**src/rtl/nsa_pkg.sv**
```systemverilog
// Shared types and constants for the polyphonic note slot allocator.
`timescale 1ns / 1ps
`default_nettype none
package nsa_pkg;

   localparam int DEF_VOICES_PER_LINE = 8;
   localparam int DEF_NUM_LINES       = 128;

   localparam int LINE_W     = 7;
   localparam int NOTE_ID_W  = 16;
   localparam int VOLUME_W   = 7;
   localparam int SLOT_OUT_W = 3;
   localparam int STAMP_W    = 32;

   // Stored slot entry: an unsigned 17-bit note id followed by a 7-bit volume.
   localparam int ID_W      = 17;
   localparam int LEVEL_W   = 7;
   localparam int ENTRY_W   = ID_W + LEVEL_W;

   // Wide enough to hold the largest line count for range checks.
   localparam int LINE_CMP_W = 11;

   localparam logic CMD_NOTE_OFF = 1'b0;
   localparam logic CMD_NOTE_ON  = 1'b1;

   localparam logic [ID_W-1:0] RELEASED_ID = '1;

   typedef struct packed {
      logic clear_wr;
      logic load;
      logic commit;
   } ctl_cmd_type;

   typedef struct packed {
      logic clear_last;
   } dp_sts_type;

endpackage
`default_nettype wire

```
**src/rtl/nsa_ctrl.sv**
```systemverilog
// Controller state machine: clearing pass, beat acceptance and result hand-off.
`timescale 1ns / 1ps
`default_nettype none
module nsa_ctrl (
   input  wire logic                clock,
   input  wire logic                reset,
   input  wire logic                req_valid,
   output logic                     req_ready,
   output logic                     rsp_valid,
   input  wire logic                rsp_ready,
   output nsa_pkg::ctl_cmd_type     cmd,
   input  wire nsa_pkg::dp_sts_type sts
);
   import nsa_pkg::*;

   localparam logic [1:0] ST_CLEAR = 2'd0;
   localparam logic [1:0] ST_IDLE  = 2'd1;
   localparam logic [1:0] ST_LOOK  = 2'd2;

   logic [1:0] state_ff;
   logic [1:0] state_in;
   logic       rsp_valid_ff;
   logic       rsp_valid_in;
   logic       out_free;

   assign out_free  = !rsp_valid_ff || rsp_ready;
   assign req_ready = (state_ff == ST_IDLE);
   assign rsp_valid = rsp_valid_ff;

   always_comb begin
      state_in     = state_ff;
      cmd.clear_wr = 1'b0;
      cmd.load     = 1'b0;
      cmd.commit   = 1'b0;
      unique case (state_ff)
         ST_CLEAR: begin
            cmd.clear_wr = 1'b1;
            if (sts.clear_last) begin
               state_in = ST_IDLE;
            end
         end
         ST_IDLE: begin
            if (req_valid) begin
               cmd.load = 1'b1;
               state_in = ST_LOOK;
            end
         end
         ST_LOOK: begin
            if (out_free) begin
               cmd.commit = 1'b1;
               state_in   = ST_IDLE;
            end
         end
         default: begin
            state_in = ST_CLEAR;
         end
      endcase
   end

   always_comb begin
      rsp_valid_in = rsp_valid_ff;
      if (cmd.commit) begin
         rsp_valid_in = 1'b1;
      end else if (rsp_ready) begin
         rsp_valid_in = 1'b0;
      end
   end

   always_ff @(posedge clock) begin
      if (reset) begin
         state_ff     <= ST_CLEAR;
         rsp_valid_ff <= 1'b0;
      end else begin
         state_ff     <= state_in;
         rsp_valid_ff <= rsp_valid_in;
      end
   end

endmodule
`default_nettype wire

```
**config.mk**
```make
export PLATFORM = sky130hd
export DESIGN_NAME = nsa_ctrl
export DESIGN_NICKNAME = d
export VERILOG_FILES = /design/src/rtl/nsa_pkg.sv /design/src/rtl/nsa_ctrl.sv
export SDC_FILE = /design/constraint.sdc
export NUM_CORES = 1
export LEC_CHECK = 0
export ABC_AREA = 1
export BUFFER_PORTS_ARGS = -buffer_cell sky130_fd_sc_hd__buf_2
export CORE_AREA = 5 5 42 44
export DETAILED_ROUTE_END_ITERATION = 8
export DIE_AREA = 0 0 47 49
export GPL_TIMING_DRIVEN = 0
export PLACE_DENSITY = 0.3
export SYNTH_ARGS = -nofsm -noshare
export SYNTH_HDL_FRONTEND = slang
export SYNTH_SLANG_ARGS = --single-unit
```
**constraint.sdc**
```tcl
create_clock -name clock -period 0.9 [get_ports clock]
set_input_delay 0.09 -clock clock [delete_from_list [all_inputs] [get_ports clock]]
set_output_delay 0.09 -clock clock [all_outputs]
set_load 0.005 [all_outputs]
```
# Word level (Yosys, flattened, before mapping)
# Index checks and enable logic that the tools add are counted.
[totals]
reg_bits = 3
inputBits = 5
out_inout_bits = 5
wordCells = 23
[classes]
n_eq_ne = 5
mux = 11
n_reduce_logical = 5
[op_table]
columns = ["operator", "count"]
rows = [
  ["two-way mux 1 bit", 7],
  ["two-way mux 2 bit", 3],
  ["inequality test 2 bit (second input constant)", 3],
  ["case mux 2 bit (3 select lines)", 1],
  ["AND reduction 3 bit", 1],
  ["equality test 2 x 1 -> 1 bit (second input constant)", 1],
  ["equality test 2 bit (second input constant)", 1],
  ["logical NOT 2 bit", 1],
  ["nonzero test 2 bit", 1],
  ["logical NOT 1 bit", 1],
  ["logical OR 1 bit", 1],
]

# Depth between registers and ports, before layout
[logic_depth]
word_depth = 5
ltp_mapped = 5
mapped_depth_nobuf = 5

# Worst setup path before layout
# No wires, ideal clock.
[synth_timing]
path_kind = "flip-flop to flip-flop"
startpoint = "reg rsp_valid_ff (netlist: rsp_valid)"
endpoint = "reg state_ff[0]"
setup_ps = 110
arrival_time_ps = 698
required_ps = 790
setup_slack_ps = 92
stages_incl_launch_ff = 6
n_path_buf = 0
period_less_slack_ps = 808
path_cell_list = "dfxtp_1 -> inv_1 -> nor2_1 -> nand2_2 -> nand2_1 -> nor2_2"
[synth_via]
elab_chain_len = 4
[synth_lines]
columns = ["element", "line", "source"]
rows = [
  ["start, declared", "nsa_ctrl.sv:22", "logic rsp_valid_ff;"],
  ["start signal, assigned", "nsa_ctrl.sv:75", "rsp_valid_ff <= rsp_valid_in;"],
  ["logical NOT 1 bit", "nsa_ctrl.sv:26", "assign out_free = !rsp_valid_ff || rsp_ready;"],
  ["logical OR 1 bit", "nsa_ctrl.sv:26", ""],
  ["inequality test 2 bit (no line)", "-", ""],
  ["AND reduction 3 bit (no line)", "-", ""],
  ["end signal, assigned", "nsa_ctrl.sv:74", "state_ff <= state_in;"],
  ["end, declared", "nsa_ctrl.sv:20", "logic [1:0] state_ff;"],
]
# No other way between the ends.
# A chain may end at the register's enable or synchronous reset.

==> flow_summary.toml <==
[run_status]
status = "finished, violations left"
violations = "negative setup slack"

[yosys]
synthArstFlopShare_pct = 0
mappedNetlistArea_um2 = 163
synthMostInstantiatedCell = "inv_1"
synth_area_leader_cell = "dfxtp_1"
avgSynthCellArea_um2 = 6.78
ys_warn_count = 0
yosys_register_bits = 3
synth.top_cell.area_share_pct = 36.9
synthTopCellsByCount = "inv_1, nand2_1, dfxtp_1, nor2_1, nor2_2"
ys_seq_area_share_pct = 36.9
synth_fp_nets = 29
ys.flop_type = "dfxtp_1"
synth_edf_count = 0
synth_cells = 24
synth_area_leaders = "dfxtp_1, inv_1, nand2_1, nor2_2, a21oi_2"
synth.distinct_cells = 13

[critical_path]
cpPeakStageDelay_ns = 0.33
regToRegStartpoint = "state_ff[1]"
path_cells = "inv_2 -> nor3_2 -> buf_2"
critPathSlowestCell = "dfxtp_2"
end_kind = "output pin"
critical_path_class = "flip-flop to output pin"
worstPathRequired_ns = 0.81
r2r_end = "state_ff[0]"
cp_max_fo = 4
start_kind = "flip-flop"
r2r_slack_ns = 0.02
worstPathArrival_ns = 0.91
reg2regPathDepth = 6

[timing]
layout_setup_ws_ns = -0.102
max_slew.worst_pin.slew_ns = 0.141
holdWs_ns = 0.0273
fin_crit_sh_pct = 111
relSlewSlack_pct = 90.5
setup_viol = 4
fmax_mhz = 998
min_period_ns = 1.00
hold_viol_final = 0
fin_worst_skew_ns = 0.00520
grt_setup_unrepaired = "yes"
drv_slew = 0

[drt]
finalWirelength_um = 476
vias_per_cell = 3.49
vias = 192
drt_iter0_drc = 0
drc = 0
antenna_left = 0
wl_per_cell_um = 8.65
first_pass_iters = 1

[die]
placementRows = 14
die_x_um = 47
ios = 10
initial_core_util_pct = 11.6
dieArea_um2 = 2300
die_height_um = 49
core_area_um2 = 1400

[clock_network]
cts_buffer_depth = 2
clkTransAtPathRegs_ns = 0.04
clock_sinks = 3
cts_hold_buf = 0
clk_latency_ns = 0.24
cts_buffers = 3
cts-root-buf = "clkbuf_4"
cts_tree = "yes"
htreeDepth = 1

[cells_and_area]
fin_nets = 45
final_layout_size_suffix_gt1_share_pct = 69.2
fin_area_um2 = 300
num_antenna_cells = 0
n_fill_cell = 168
area_growth_pct = 84.6
fin_cells = 55

[worst_hold_path]
min_path_cells = 2
worstHoldStart = "reset"
min_to = "state_ff[1]"
hold_path_class = "input port to flip-flop"

[power]
p_clk_share_pct = 51.3
combinationalPowerShare_pct = 15.7
powerDensity_nw_per_um2 = 1540
switchingPower_mw = 0.118
p_int_mw = 0.345
power_leakage_nw = 0.155
seq_power_share_pct = 33.0
swShare_pct = 25.5
ir_drop_v = 0.000514

[placement]
placed_area_um2 = 228
gp_congestion = 0.728
place_ws_ns = -0.0398
placedCellCount = 49
hpwl_um = 339
portBuffers = 9

[grt]
grt_max_degree = 7
antenna_found_initial = 0
grt_pass1_vias = 227
grt_pass1_wl_um = 807
grt_usage_pct = 5.14
globalRouteOverflowTotal = 0

[flow_run]
maxCapViolations = 0
==> power groups by stage <==
| stage | combinational (mW) | clock [mW] | sequential [mW] |
|---|---|---|---|
| 6_report | 0.0727 | 0.238 | 0.152 |
| 5_1_grt | 0.0826 | 0.255 | 0.154 |
| 4_1_cts | 0.0714 | 0.252 | 0.152 |
| 3_5_place_dp | 0.0599 | 0 | 0.151 |
| 3_3_place_gp | 0.0594 | 0 | 0.151 |
| 2_1_floorplan | 0.0323 | 0 | 0.150 |
==> per-stage QoR <==
stage                     total power, mW  TNS [ns]  util [%]
after global placement              0.211   -0.0431      16.3
after CTS                           0.476    -0.276      21.3
final                               0.463    -0.220      21.4
after floorplan                     0.182         0         -
after detailed placement            0.211   -0.0398      16.3
after global routing                0.492    -0.508      21.4
==> routing by layer <==
layer	GRT usage (%)	vias up	wire length [um]
met5	0	-	0
met4	5.53	0	15
met3	1.11	2	40
met2	8.37	8	249
met1	4.61	82	171
li1	-	100	-
==> worst max path at each step <==
stage	from	to	slack, ns	cells after the start
final	state_ff[1]	cmd[0]	-0.10	3
after global routing	state_ff[1]	cmd[0]	-0.18	3
after CTS	state_ff[1]	cmd[0]	-0.13	3
after detailed placement	rsp_valid	cmd[0]	-0.04	5
after global placement	rsp_valid	cmd[0]	-0.04	5
after floorplan	rsp_valid	state_ff[0]	0.09	5
==> kinds of logic (layout without fill, tap and decap cells) <==
logic type             after synthesis  after routing  synth area share [%]
AND/OR/NAND/NOR                     11             11                  31.5
flip-flops                           3              3                  36.9
buffers and inverters                7             22                  18.5
AO/OA/AOI/OAI                        3              3                  13.1
==> cell type report <==
type / count / area [um2] / area share [%]
inverters: 6 / 22.5 / 7.50
multi-input cells: 14 / 97.6 / 32.5
well taps: 16 / 20.0 / 6.67
clock buffers: 4 / 26.3 / 8.75
flip-flops and latches: 3 / 66.3 / 22.1
repair buffers: 12 / 67.6 / 22.5
==> sequential cells by signal, indices dropped and copies added (netlist names) <==
register	count
state_ff	2
rsp_valid	1
==> timing repair <==
| item | CTS | global route |
|---|---|---|
| setup buffers | 3 | 0 |
| gates resized for setup | 9 | 1 |
| pin swaps | 1 | 0 |
| endpoints found under the setup margin | 4 | 6 |
==> layout by cell type (no fill, tap or decap), drive strengths merged <==
| cell | synthesis | layout |
|---|---|---|
| nand2 | 5 | 5 |
| nor2 | 4 | 4 |
| buf | 1 | 12 |
| o21ai | 1 | 1 |
| nand3 | 1 | 1 |
| dfxtp | 3 | 3 |
| clkbuf | 0 | 4 |
| o21a | 1 | 1 |
| nor3 | 1 | 1 |
| inv | 6 | 6 |
| a21oi | 1 | 1 |
==> worst max-delay path: cells and delay by family (launching register included) <==
family / cells / cell delay (ns)
AND/OR/NAND/NOR: 1 / 0.16
flip-flops: 1 / 0.33
buffers and inverters: 2 / 0.19
No activity file was read; power rests on OpenSTA's default activity.
